**config.mk**
```make
export PLATFORM = sky130hd
export DESIGN_NAME = srg_div
export DESIGN_NICKNAME = d
export VERILOG_FILES = /design/src/sv/srg_pkg.sv /design/src/sv/srg_div.sv
export SDC_FILE = /design/constraint.sdc
export NUM_CORES = 1
export LEC_CHECK = 0
export ABC_AREA = 1
export BUFFER_PORTS_ARGS = -buffer_cell sky130_fd_sc_hd__buf_2
export CORE_MARGIN = 4
export CORE_UTILIZATION = 62
export CTS_BUF_LIST = sky130_fd_sc_hd__clkbuf_4
export CTS_CLUSTER_SIZE = 40
export DETAILED_ROUTE_END_ITERATION = 8
export PLACE_DENSITY_LB_ADDON = 0.25
export SYNTH_ARGS = -nofsm -noshare
export SYNTH_HDL_FRONTEND = slang
export SYNTH_SLANG_ARGS = --single-unit
export TNS_END_PERCENT = 1
```
**constraint.sdc**
```tcl
create_clock -name clk -period 3.3 [get_ports clk]
set_input_delay 0.66 -clock clk [delete_from_list [all_inputs] [get_ports clk]]
set_output_delay 0.66 -clock clk [all_outputs]
set_load 0.02 [all_outputs]
```
**src/sv/srg_pkg.sv**
```systemverilog
// ----------------------------------------------------------------------------
// srg_pkg: shared types and constants for the shaded rectangle generator
// Command codes, register indexes, the sequencer state and the fixed point
// layout used by every module of the block.
// ----------------------------------------------------------------------------
package srg_pkg;

	localparam int COORD_BITS_DEF = 16;
	localparam int FRAC_BITS      = 23;
	localparam int ACC_W          = 32;
	localparam int NCH            = 4;
	localparam int CFG_IDX_W      = 3;

	typedef enum logic [0:0] {
		CMD_START = 1'b0,
		CMD_STEP  = 1'b1
	} cmd_t;

	typedef enum logic [CFG_IDX_W-1:0] {
		REG_COLOR_TL = 3'd0,
		REG_COLOR_TR = 3'd1,
		REG_COLOR_BR = 3'd2,
		REG_COLOR_BL = 3'd3,
		REG_CLIP_H   = 3'd4,
		REG_CLIP_V   = 3'd5,
		REG_ALPHA    = 3'd6
	} cfg_idx_t;

	typedef enum logic [3:0] {
		ST_IDLE,
		ST_VSTEP,    // ls/rs over unclipped height
		ST_VCLIP,    // clip top/bottom corners
		ST_HSTEP,    // ts/bs over unclipped width
		ST_HCLIP,    // clip left/right corners
		ST_FINAL,    // edge and span steps over clipped box
		ST_OUT,      // result waiting
		ST_ROW       // new row span step
	} state_t;

	// divider request / response
	typedef struct packed {
		logic              start;
		logic [ACC_W-1:0]  num;
		logic [ACC_W-1:0]  den;
	} div_req_t;

	typedef struct packed {
		logic              done;
		logic [ACC_W-1:0]  quo;
	} div_rsp_t;

	function automatic logic [ACC_W-1:0] chan(input logic [31:0] reg_v, input int c);
		chan = {1'b0, reg_v[8*c +: 8], {FRAC_BITS{1'b0}}};
	endfunction

endpackage

```
**src/sv/srg_div.sv**
```systemverilog
// ----------------------------------------------------------------------------
// srg_div: shared signed divider
// Restoring radix-2 division, one quotient bit per cycle, signed numerator
// over a positive denominator, truncating toward zero. A denominator that is
// not positive gives zero.
// ----------------------------------------------------------------------------
module srg_div (
	input  logic                clk,
	input  logic                arst_n,
	input  srg_pkg::div_req_t   req,
	output srg_pkg::div_rsp_t   rsp
);
	localparam int W = srg_pkg::ACC_W;

	logic [W-1:0]            rem_q;
	logic [W-1:0]            quo_q;
	logic [W-1:0]            den_q;
	logic                    neg_q;
	logic                    zero_q;
	logic [$clog2(W+1)-1:0]  cnt_q;
	logic                    busy_q;
	logic                    done_q;

	logic [W:0]   trial;
	logic [W-1:0] shifted;

	// one restoring step
	always_comb begin
		shifted = {rem_q[W-2:0], quo_q[W-1]};
		trial   = {1'b0, shifted} - {1'b0, den_q};
	end

	always_ff @(posedge clk or negedge arst_n) begin
		if (!arst_n) begin
			busy_q <= 1'b0;
			done_q <= 1'b0;
			cnt_q  <= '0;
		end else begin
			done_q <= 1'b0;
			if (req.start) begin
				busy_q <= 1'b1;
				cnt_q  <= ($clog2(W+1))'(W);
			end else if (busy_q) begin
				cnt_q <= cnt_q - 1'b1;
				if (cnt_q == ($clog2(W+1))'(1)) begin
					busy_q <= 1'b0;
					done_q <= 1'b1;
				end
			end
		end
	end

	// datapath
	always_ff @(posedge clk) begin
		if (req.start) begin
			rem_q  <= '0;
			quo_q  <= req.num[W-1] ? (~req.num + 1'b1) : req.num;
			den_q  <= req.den;
			neg_q  <= req.num[W-1];
			zero_q <= req.den[W-1] || (req.den == '0);
		end else if (busy_q) begin
			if (!trial[W]) begin
				rem_q <= trial[W-1:0];
				quo_q <= {quo_q[W-2:0], 1'b1};
			end else begin
				rem_q <= shifted;
				quo_q <= {quo_q[W-2:0], 1'b0};
			end
		end
	end

	always_comb begin
		rsp.done = done_q;
		if (zero_q)
			rsp.quo = '0;
		else
			rsp.quo = neg_q ? (~quo_q + 1'b1) : quo_q;
	end

endmodule

```
==> reports/qor.csv <==
metric,value,unit
status,finished with violations,
violations,design-rule violations,
clkLatencyLatePin,520,ps
fin_crit,3180,ps
fin_skew,37.7,ps
drtIter0Drc,820,
hp-class,primary input to flip-flop,
rows,43,
maxCapViolCount,0,
clock.fmax,315,MHz
htree_levels,3,
nFillCells,1244,
ys_seq_area_share,32.1,%
cp.required,2640,ps
grt_util_all_layers,29.2,%
setup_violations,0,
die_x,127,um
dp_slack,583,ps
die_area,16100,um2
worstMarginPinSlew,635,ps
via_count,9033,
cts_tree,built,
die_h,127,um
syn_nets,1487,
nets,1580,
viasPerCell,5.44,
grt_pass1_wl,38300,um
worstSetupPathType,flip-flop to output port,
port_buffers,99,
grt_pass1_vias,8266,
cts_buffers,9,
final_cell_mix,"410 x nand2_1, 260 x inv_1, 144 x nand3_1",
ys_ff_latch,105,
dpl.hpwl,18200,um
cts_buffer_depth,2,
dr.pass1.iters,9,
maxSlewHeadroom,57.4,%
io_pins,100,
endpoint_kind,output port,
peakVddDrop,0.000182,V
overflow,0,
wirelength,23500,um
yosys_warnings,0,
synth.distinct_cells,42,
drive_gt1_share,10.6,%
finalWorstSetupSlack,123,ps
cp_max_fo,4,
drcViolationCount,1,
leakagePower,5.12,nW
area_delta_synth_final,9.99,%
core-area,13800,um2
cts-root-buf,clkbuf_4,
drv_slew,0,
clkTransAtPathRegs,190,ps
detail-route-antenna-nets,0,
start_util,63.2,%
crit_arrival,2520,ps
start_kind,flip-flop,
antenna_found_initial,1,
clkSinkCount,105,
gp_congestion,0.985,
syn_area_per_cell,6.32,um2
postSynthCellCount,1383,
rsz0062_at_grt,yes,
grt_start_max_net_pins,51,
wl_per_cell,14.2,um
fin_crit_sh,96.3,%
syn_area,8740,um2
fin_tns_setup,0,ps
final_common_cell,nand2_1,
power-per-cell-area,328,nW/um2
hold_viol,0,
## worst paths after layout
path | to | from | depth (start not counted) | slack [ps]
setup / recovery | rsp[31] | quo_q[2] | 12 | 120
hold / removal | den_q[26] | req[26] | 1 | 310
setup reg to reg | rem_q[9] | quo_q[31] | 15 | 620
hold reg to reg | rem_q[30] | rem_q[30] | 2 | 480
max in group asynchronous | cnt_q[3] | arst_n | 2 | 2640
min in group asynchronous | done_q | arst_n | 2 | 490
## kinds of logic after synthesis
kind of cell    Yosys count  synth area share [%]
xor+xnor                 27                  2.71
fa+ha+maj                37                  5.38
buf+inv                 298                  13.3
flops                   105                  32.1
simple gates            780                  38.3
compound gates          136                  8.26
## cell usage after synthesis
| master | count | share of area [%] |
|---|---|---|
| nand2_2 | 3 | 0.21 |
| and3_1 | 1 | 0.072 |
| nor2_1 | 132 | 5.7 |
| a31oi_1 | 3 | 0.21 |
| o21a_1 | 3 | 0.26 |
| and2_1 | 2 | 0.14 |
| nand2_4 | 1 | 0.13 |
| clkinv_1 | 1 | 0.043 |
| buf_4 | 1 | 0.086 |
| inv_2 | 2 | 0.086 |
| a21o_1 | 2 | 0.17 |
| nor4_1 | 10 | 0.72 |
| nand4_1 | 19 | 1.4 |
| o21ai_1 | 9 | 0.52 |
| a21boi_0 | 1 | 0.086 |
| dfxtp_1 | 31 | 7.1 |
| nand3_1 | 146 | 8.4 |
| a211oi_1 | 2 | 0.17 |
| or2_2 | 2 | 0.14 |
| dfrtp_1 | 8 | 2.3 |
| o211ai_1 | 3 | 0.26 |
| edfxtp_1 | 66 | 23 |
| ha_1 | 36 | 5.2 |
| o21ai_0 | 62 | 3.6 |
| nand2_1 | 410 | 18 |
| nor2_2 | 4 | 0.29 |
| buf_2 | 5 | 0.29 |
| or2_0 | 1 | 0.072 |
| nand3b_1 | 22 | 1.9 |
| xnor2_1 | 10 | 1.0 |
| o22ai_1 | 1 | 0.072 |
| fa_1 | 1 | 0.23 |
| a21oi_2 | 1 | 0.10 |
| nor3_1 | 25 | 1.4 |
| buf_6 | 4 | 0.52 |
| clkbuf_1 | 18 | 0.77 |
| buf_1 | 6 | 0.26 |
| inv_1 | 261 | 11 |
| nor3_2 | 2 | 0.23 |
| o21bai_1 | 2 | 0.17 |
| xor2_1 | 17 | 1.7 |
| a21oi_1 | 47 | 2.7 |
## power breakdown
| part | internal, W | switching [W] |
|---|---|---|
| registers | 0.00152 | 0.0000805 |
| clock network | 0.000244 | 0.000492 |
| logic | 0.000271 | 0.000545 |
| total | 0.00203 | 0.00112 |
## layer usage
| metal | track usage, % | routed length [um] |
|---|---|---|
| met3 | 3.24 | 1690 |
| met5 | 0 | 0 |
| met1 | 36.0 | 9560 |
| met4 | 12.2 | 862 |
| met2 | 51.8 | 11400 |
## flip-flops by register name, indices dropped and copies added, names as in the netlist
| register | cells |
|---|---|
| den_q | 32 |
| quo_q | 32 |
| rem_q | 31 |
| cnt_q | 6 |
| busy_q | 1 |
| done_q | 1 |
| neg_q | 1 |
| zero_q | 1 |
## repair_timing
| item | 4_1_cts | 5_1_grt |
|---|---|---|
| pin swaps | 0 | 1 |
| setup buffers | 0 | 3 |
| hold buffers | 1 | 0 |
| hold endpoints to repair | 8 | 0 |
| setup endpoints to repair | 1 | 15 |
| resized for setup | 1 | 12 |
## critical path, cell delays in order, from the launching register on
cell      delay [ps]
edfxtp_1         450
inv_1            140
nand3_1          150
nor2_2           160
nand3_2          130
nor2_1           180
nand3_1          140
nor2_1           110
nor2_1            60
nand2_1           80
nand2_1           50
nor2_1           170
buf_2            200
## layout make-up
cell class | count | area, um2 | area share (%)
well taps | 180 | 225 | 2.34
repair buffers | 116 | 628 | 6.53
clock inverters | 7 | 80.1 | 0.833
multi-input cells | 980 | 4820 | 50.1
clock buffers | 9 | 67.6 | 0.703
diodes | 1 | 2.50 | 0.0260
flip-flops and latches | 105 | 2800 | 29.2
inverters | 264 | 991 | 10.3
## metrics by stage
stage / std cells / total power, W / hold slack [ps] / cell area (um2) / utilization, %
2_1_floorplan: 1383 / 0.00214 / 364 / 8740 / -
3_3_place_gp: 1641 / 0.00239 / 453 / 9390 / 67.9
3_5_place_dp: 1641 / 0.00241 / 448 / 9390 / 67.9
4_1_cts: 1658 / 0.00313 / 286 / 9550 / 69.1
5_1_grt: 1662 / 0.00332 / 300 / 9610 / 69.5
6_report: 1662 / 0.00315 / 314 / 9610 / 69.5
No activity file was read; power rests on OpenSTA's default activity.
