$ cat config.mk
export PLATFORM = sky130hd
export DESIGN_NAME = srg_mul
export DESIGN_NICKNAME = d
export VERILOG_FILES = /design/src/sv/srg_pkg.sv /design/src/sv/srg_mul.sv
export SDC_FILE = /design/constraint.sdc
export NUM_CORES = 1
export LEC_CHECK = 0
export BUFFER_PORTS_ARGS = -buffer_cell sky130_fd_sc_hd__buf_4
export CORE_UTILIZATION = 35
export DETAILED_ROUTE_END_ITERATION = 16
export PLACE_DENSITY = 0.56
export SLEW_MARGIN = 20
export SYNTH_ARGS = -nofsm -noshare
export SYNTH_HDL_FRONTEND = slang
export SYNTH_SLANG_ARGS = --single-unit
$ cat constraint.sdc
create_clock -name clk -period 6.8 [get_ports clk]
set_input_delay 1.36 -clock clk [delete_from_list [all_inputs] [get_ports clk]]
set_output_delay 1.36 -clock clk [all_outputs]
set_load 0.01 [all_outputs]
$ cat src/sv/srg_pkg.sv
// ----------------------------------------------------------------------------
// srg_pkg: shared types and constants for the shaded rectangle generator
// Command codes, register indexes, the sequencer state and the fixed point
// layout used by every module of the block.
// ----------------------------------------------------------------------------
package srg_pkg;

	localparam int COORD_BITS_DEF = 16;
	localparam int FRAC_BITS      = 23;
	localparam int ACC_W          = 32;
	localparam int NCH            = 4;
	localparam int CFG_IDX_W      = 3;

	typedef enum logic [0:0] {
		CMD_START = 1'b0,
		CMD_STEP  = 1'b1
	} cmd_t;

	typedef enum logic [CFG_IDX_W-1:0] {
		REG_COLOR_TL = 3'd0,
		REG_COLOR_TR = 3'd1,
		REG_COLOR_BR = 3'd2,
		REG_COLOR_BL = 3'd3,
		REG_CLIP_H   = 3'd4,
		REG_CLIP_V   = 3'd5,
		REG_ALPHA    = 3'd6
	} cfg_idx_t;

	typedef enum logic [3:0] {
		ST_IDLE,
		ST_VSTEP,    // ls/rs over unclipped height
		ST_VCLIP,    // clip top/bottom corners
		ST_HSTEP,    // ts/bs over unclipped width
		ST_HCLIP,    // clip left/right corners
		ST_FINAL,    // edge and span steps over clipped box
		ST_OUT,      // result waiting
		ST_ROW       // new row span step
	} state_t;

	// divider request / response
	typedef struct packed {
		logic              start;
		logic [ACC_W-1:0]  num;
		logic [ACC_W-1:0]  den;
	} div_req_t;

	typedef struct packed {
		logic              done;
		logic [ACC_W-1:0]  quo;
	} div_rsp_t;

	function automatic logic [ACC_W-1:0] chan(input logic [31:0] reg_v, input int c);
		chan = {1'b0, reg_v[8*c +: 8], {FRAC_BITS{1'b0}}};
	endfunction

endpackage

$ cat src/sv/srg_mul.sv
// ----------------------------------------------------------------------------
// srg_mul: shared clip multiplier
// Registered 32 x 17 bit product, low 32 bits kept (wrapping).
// ----------------------------------------------------------------------------
module srg_mul (
	input  logic                       clk,
	input  logic [srg_pkg::ACC_W-1:0]  a,
	input  logic [16:0]                b,
	output logic [srg_pkg::ACC_W-1:0]  p
);
	logic [srg_pkg::ACC_W+16:0] full;

	always_comb full = a * b;

	always_ff @(posedge clk) begin
		p <= full[srg_pkg::ACC_W-1:0];
	end

endmodule
==> summary.txt, run 1 <==
Run status
  • Outcome: finished with violations
  • Failing checks: DRC

Yosys
  • Count of different cell masters after synthesis: 46
  • Seq/Total Area, Yosys: 5.03%
  • Post-Syn Area per Cell: 8.66 µm²
  • Asr flop ratio synth: 0%
  • Top cells by area, synth: fa_1 50%, inv_1 12%, nand2_1 8.4%, ha_1 6.6%, and2_1 6.4%
  • Syn. warnings: 0
  • Post-synth top area share: 50.1%
  • Area leader, netlist: fa_1
  • Netlist Area Pre-Place: 12700 µm²
  • Syn nets: 1907
  • Synth Instances: 1471
  • Seq cells post-synth: 32
  • Main flop type after synthesis: dfxtp_1
  • Post-synth EDFFs: 0

Die
  • DIE WIDTH: 193 µm
  • Core Rows: 69
  • Initial core utilization: 35.7%
  • Top-Level Pins: 82
  • Area of the die: 37200 µm²
  • Core area: 35700 µm²
  • Die Y: 193 µm

Setup path
  • Cell Chain, Critical Path: buf_4 -> and2_1 -> fa_1 -> inv_1 -> fa_1 -> fa_1 -> fa_1 -> inv_1 -> fa_1 -> inv_1 -> fa_1 -> inv_1 -> ha_1 -> buf_4 -> nand2_1 -> nor3_1 -> o21bai_2 -> a31oi_4 -> a221o_1 -> a211o_1 -> a21oi_2 -> xnor2_1
  • CP arrival: 6.82 ns
  • Worst Setup Path Type: in -> reg
  • CP required: 6.98 ns
  • CP top delay family: adder cells
  • Worst-path fanout max: 10
  • Critical path origin: b[5]
  • Worst path most repeated cell: fa_1
  • Worst path max stage delay: 0.54 ns
  • CP Buf/Inv Count: 6
  • Crit path launch type: input pin
  • Slowest-stage cell, CP: fa_1
  • Critical Path End Type: flip-flop

Final layout
  • N_diodes: 0
  • Synthesis-to-finish area growth: 17.5%
  • Top Registers: p (32)
  • Most frequent cells in the layout: 408 x inv_1, 319 x fa_1, 286 x nand2_1
  • Commonest non-fill, non-tap cell in the layout: inv_1
  • Layout cells sized above 1: 14.6%
  • Max FFs per register: 32
  • Filler cell count: 3594
  • Nets: 2060
  • Final Instance Area: 15000 µm²
  • Most flops, register: p

STA
  • RSZ-0062 raised after global routing: yes
  • Max Transition Viols Final: 0
  • Fmax: 0.150 GHz
  • Post-layout minimum cycle time: 6.65 ns
  • Period utilization: 97.7%
  • Worst-margin pin slew: 0.499 ns
  • Endpoints failing setup: 0
  • Max_slew headroom: 66.5%
  • Min Hold Slack: 1.47 ns
  • Hold Vio Cnt, Final: 0

Global routing
  • Antenna violations before repair: 0
  • First-pass GRT wire length: 57500 µm
  • Vias in the first global route: 10900
  • Total global routing overflow: 0
  • Total GRT Usage: 20.6%
  • Largest net degree at the start of global routing: 22

Place
  • Port bufs: 81
  • Gpl congestion: 0.867
  • Post-DP Area: 14700 µm²
  • DP HPWL: 30000 µm

Drt
  • DRC: 6
  • Routed Wire Length: 34700 µm
  • Pre-antenna DRT Iters: 11
  • Vias per Instance: 4.63
  • Wirelength per Cell: 16.6 µm
  • Drt first-iter violations: 521
  • Post-route ant nets: 0
  • Routed via count: 9665

Clock network
  • # clock sinks: 32
  • Clock slew seen by the registers of the worst setup and hold paths: 0.06 ns
  • Clock tree buffer depth: 2
  • Hold-fix buffers, CTS: 0
  • CTS buffer count: 5
  • H-Tree Depth: 2
  • CTS tree: yes
  • Clk root buf: clkbuf_16
  • Post-CTS setup buffers: 0

Worst hold path
  • HP Class: in -> reg
  • Hold path endpoint: p[0]$_DFF_P_
  • Hold Path Cell Cnt: 3
  • Min-delay src: a[0]

Job
  • Max-Cap Viols: 0
## stage by stage
stage          instances  setup WS [ns]  TNS (ns)  util (%)
4_1_cts             2086         0.0590         0      41.6
2_1_floorplan       1471        -0.0218   -0.0218         -
3_5_place_dp        2078         -0.266     -1.14      41.2
5_1_grt             2086        -0.0177   -0.0177      42.0
6_report            2086          0.154         0      42.0
3_3_place_gp        2078         -0.184    -0.934      41.2
## final cells by class
cell class,count,area (µm²),area share (%)
Inverter,408,1530,10.2
Clock buffer,6,129,0.861
Multi-Input combinational cell,968,10400,69.6
Clock inverter,2,35.0,0.234
Sequential cell,32,641,4.28
Timing Repair Buffer,209,1640,11.0
Tap cell,461,577,3.85
## how the worst max path moves through the flow
stage               endpoint  slack, ns  depth (start not counted)
5_1_grt        p[31]$_DFF_P_      -0.02                         22
4_1_cts        p[31]$_DFF_P_       0.06                         21
3_3_place_gp   p[31]$_DFF_P_      -0.18                         21
6_report       p[31]$_DFF_P_       0.15                         22
2_1_floorplan  p[28]$_DFF_P_      -0.02                         22
3_5_place_dp   p[31]$_DFF_P_      -0.27                         21
## Yosys cell counts (2+ instances only)
cell and n:
o21ai_0 12, nor2b_1 3, nand2b_1 3, o31a_1 2
a21oi_1 19, o21a_1 7, xor2_1 9, a211oi_1 4
nand3_1 4, nor3_1 8, nand3b_1 2, nand4_1 2
and2_1 131, xnor2_1 44, inv_1 408, a21o_1 4
nand2_1 286, fa_1 319, ha_1 67, o21bai_1 6
dfxtp_1 32, o211ai_1 2, and3_1 2, clkbuf_1 61
a31oi_2 3, nor2_1 11
## worst min-delay path: cells and delay by family
| family | cells | cell delay [ns] |
|---|---|---|
| buf+inv | 2 | 0.25 |
| simple gates | 1 | 0.13 |
## what timing repair did
action,CTS,global route
gates resized for setup,0,28
hold endpoints to repair,0,0
endpoints found under the setup margin,0,7
## cells by family (layout without fill, tap and decap cells)
group           Yosys count  count (layout)  synth area share, %
simple gates            454             454                 16.4
compound gates           75              75                 4.31
flops                    32              32                 5.03
buf+inv                 471             625                 13.9
xor+xnor                 53              53                 3.64
fa+ha+maj               386             386                 56.7
## layer usage
metal,global-route usage (%),up-vias,wire (µm)
li1,-,4460,-
met1,24.6,4959,14300
met2,37.8,182,18200
met3,1.87,64,946
met4,7.81,0,1290
met5,0,-,0
Power of run 1 is not shown: default switching activity piles up to over one toggle a cycle in this logic, so the estimate is an artifact.
==> inputs of run 2 (changes only) <==
Settings changed: ABC_AREA set to 1, GPL_TIMING_DRIVEN set to 0.
==> run 2 against run 1 <==
Net effect:
- the flow now finishes without violations
- cell count rose by 11%
- worst hold slack got worse by 0.051 ns
- via count rose by 11%
==> summary.txt, run 2 <==
Die
  • Area of the die: 38900 µm² (was 37200 µm²)
  • Core area: 37600 µm² (was 35700 µm²)
  • DIE WIDTH: 197 µm (was 193 µm)
  • Core Rows: 71 (was 69)
  • Die Y: 197 µm (was 193 µm)
  • Initial core utilization: 35.5% (was 35.7%)
  • Top-Level Pins: 82 (unchanged)

Global routing
  • Total global routing overflow: 0 (unchanged)
  • First-pass GRT wire length: 62300 µm (was 57500 µm)
  • Vias in the first global route: 11359 (was 10900)
  • Total GRT Usage: 21.1% (was 20.6%)
  • Antenna violations before repair: 0 (unchanged)
  • Met2 capacity usage during global routing: 35.2% (was 37.8%)
  • Global route hottest layer: met2 (unchanged)
  • Met3 usage: 2.58% (was 1.87%)
  • Met1 Usage GRT: 28.4% (was 24.6%)
  • Largest net degree at the start of global routing: 16 (was 22)

STA
  • Endpoints failing setup: 0 (unchanged)
  • Hold Vio Cnt, Final: 0 (unchanged)
  • Post-route worst setup slack: 0.183 ns (was 0.154 ns)
  • Post-layout minimum cycle time: 6.62 ns (was 6.65 ns)
  • Max Transition Viols Final: 0 (unchanged)
  • Max_slew headroom: 49.8% (was 66.5%)
  • Fmax: 0.151 GHz (was 0.150 GHz)
  • Worst-margin pin slew: 0.753 ns (was 0.499 ns)
  • Period utilization: 97.3% (was 97.7%)

Final layout
  • Layout cells sized above 1: 8.48% (was 14.6%)
  • N_diodes: 0 (unchanged)
  • Max FFs per register: 32 (unchanged)
  • Post-Layout Cell Count: 2315 (was 2086)
  • Top Registers: p (32) (unchanged)
  • Final Instance Area: 14700 µm² (was 15000 µm²)
  • Synthesis-to-finish area growth: 10.1% (was 17.5%)
  • Commonest non-fill, non-tap cell in the layout: inv_1 (unchanged)
  • Most flops, register: p (unchanged)
  • Nets: 2240 (was 2060)
  • Most frequent cells in the layout: 572 x inv_1, 505 x nand2_1, 319 x fa_1 (was 408 x inv_1, 319 x fa_1, 286 x nand2_1)

Yosys
  • Post-synth top area share: 47.9% (was 50.1%)
  • Post-Syn Area per Cell: 7.60 µm² (was 8.66 µm²)
  • Netlist Area Pre-Place: 13300 µm² (was 12700 µm²)
  • Area leader, netlist: fa_1 (unchanged)
  • Syn. warnings: 0 (unchanged)
  • Asr flop ratio synth: 0% (unchanged)
  • Seq/Total Area, Yosys: 4.80% (was 5.03%)
  • Synth Instances: 1756 (was 1471)
  • Top-count cell post-synth: inv_1 (unchanged)
  • Top cells by area, synth: fa_1 48%, inv_1 16%, nand2_1 14%, ha_1 6.3%, dfxtp_1 4.8% (was fa_1 50%, inv_1 12%, nand2_1 8.4%, ha_1 6.6%, and2_1 6.4%)
  • Commonest cells in the netlist: 572 x inv_1, 506 x nand2_1, 319 x fa_1, 67 x ha_1, 66 x clkbuf_1 (was 408 x inv_1, 319 x fa_1, 286 x nand2_1, 131 x and2_1, 67 x ha_1)
  • Seq cells post-synth: 32 (unchanged)
  • Main flop type after synthesis: dfxtp_1 (unchanged)
  • Post-synth EDFFs: 0 (unchanged)
  • Count of different cell masters after synthesis: 37 (was 46)
  • Syn nets: 2192 (was 1907)

Drt
  • Drt first-iter violations: 687 (was 521)
  • Wirelength per Cell: 16.8 µm (was 16.6 µm)
  • Routed Wire Length: 38900 µm (was 34700 µm)
  • Post-route ant nets: 0 (unchanged)
  • Routed via count: 10695 (was 9665)
  • Pre-antenna DRT Iters: 5 (was 11)
  • DRC: 0 (was 6)
  • Vias per Instance: 4.62 (was 4.63)

Run status
  • Outcome: finished clean (was finished with violations)

Place
  • Inst Count DP: 2320 (was 2078)
  • Gpl congestion: 0.898 (was 0.867)
  • Pre-CTS setup slack: -1.25 ns (was -0.266 ns)
  • Port bufs: 53 (was 81)
  • Post-DP Area: 14400 µm² (was 14700 µm²)
  • DP HPWL: 33700 µm (was 30000 µm)

Clock network
  • CTS tree: yes (unchanged)
  • Clock tree buffer depth: 2 (unchanged)
  • H-Tree Depth: 2 (unchanged)
  • # clock sinks: 32 (unchanged)
  • Clock slew seen by the registers of the worst setup and hold paths: 0.05 ns (was 0.06 ns)
  • Hold-fix buffers, CTS: 0 (unchanged)
  • Clk root buf: clkbuf_16 (unchanged)
  • CTS buffer count: 5 (unchanged)

Setup path
  • CP required: 6.99 ns (was 6.98 ns)
  • Crit path launch type: input pin (unchanged)
  • Worst-path fanout max: 12 (was 10)
  • Critical Path End Type: flip-flop (unchanged)
  • Worst Setup Path Type: in -> reg (unchanged)
  • CP arrival: 6.81 ns (was 6.82 ns)

Job
  • Max-Cap Viols: 0 (unchanged)

Worst hold path
  • HP Class: in -> reg (unchanged)
==> run 2: metal layers <==
metal | share of wire [%] | up-vias
met5 | 0 | -
met4 | 3.4 | 0
met3 | 6.8 | 65
met2 | 46 | 387
met1 | 44 | 5328
li1 | - | 4915
==> run 2: final timing paths <==
check | startpoint | end | cells after the start
worst max-delay path | b[11] | p[24]$_DFF_P_ | 20
worst min-delay path | b[0] | p[0]$_DFF_P_ | 3
==> run 2: final cells by class <==
| type | instances | area [µm²] |
|---|---|---|
| fillers | 3998 | 22900 |
| multi-input cells | 1064 | 10200 |
| inverters | 575 | 2160 |
| flip-flops and latches | 32 | 641 |
| well taps | 511 | 639 |
| plain buffers | 72 | 479 |
| repair buffers | 54 | 409 |
| clock buffers | 7 | 153 |
==> run 2: kinds of logic (layout without fill, tap and decap cells) <==
logic type	Yosys count	after routing	synth area share, %
buffers and inverters	660	708	18.9
and+or+nand+nor	578	578	17.1
adders and majority gates	386	386	54.1
AOI/OAI and AO/OA	66	66	2.76
xor gates and xnor gates	34	34	2.29
DFF	32	32	4.80
==> run 2: per-stage QoR <==
stage | hold WS [ns] | util (%) | setup TNS, ns
global route | 1.42 | 39.1 | -0.0244
detailed placement | 1.68 | 38.3 | -20.70
finish | 1.41 | 39.1 | 0
floorplan | 1.46 | - | 0
global placement | 1.67 | 38.3 | -19.68
CTS | 1.40 | 38.8 | 0
==> run 2: worst max-delay path: stages <==
cell and delay [ns]:
buf_4 0.21, buf_2 0.32, nand2_1 0.13, fa_1 0.54, inv_1 0.06, fa_1 0.57, fa_1 0.46, fa_1 0.46
fa_1 0.49, inv_1 0.05, fa_1 0.47, inv_1 0.04, ha_1 0.40, nand2_2 0.13, nor4_4 0.39, nand4_1 0.24
nand3_2 0.16, nand3_1 0.07, nand2_1 0.08, xor2_1 0.16
==> run 2: what timing repair did <==
item                                    CTS  global route
setup buffers                             0             1
hold endpoints to repair                  0             0
pin swaps                                 0             2
endpoints found under the setup margin   20            15
resized for setup                        55            83
gates cloned                              0             0
Power of run 2 is left out for the same reason.
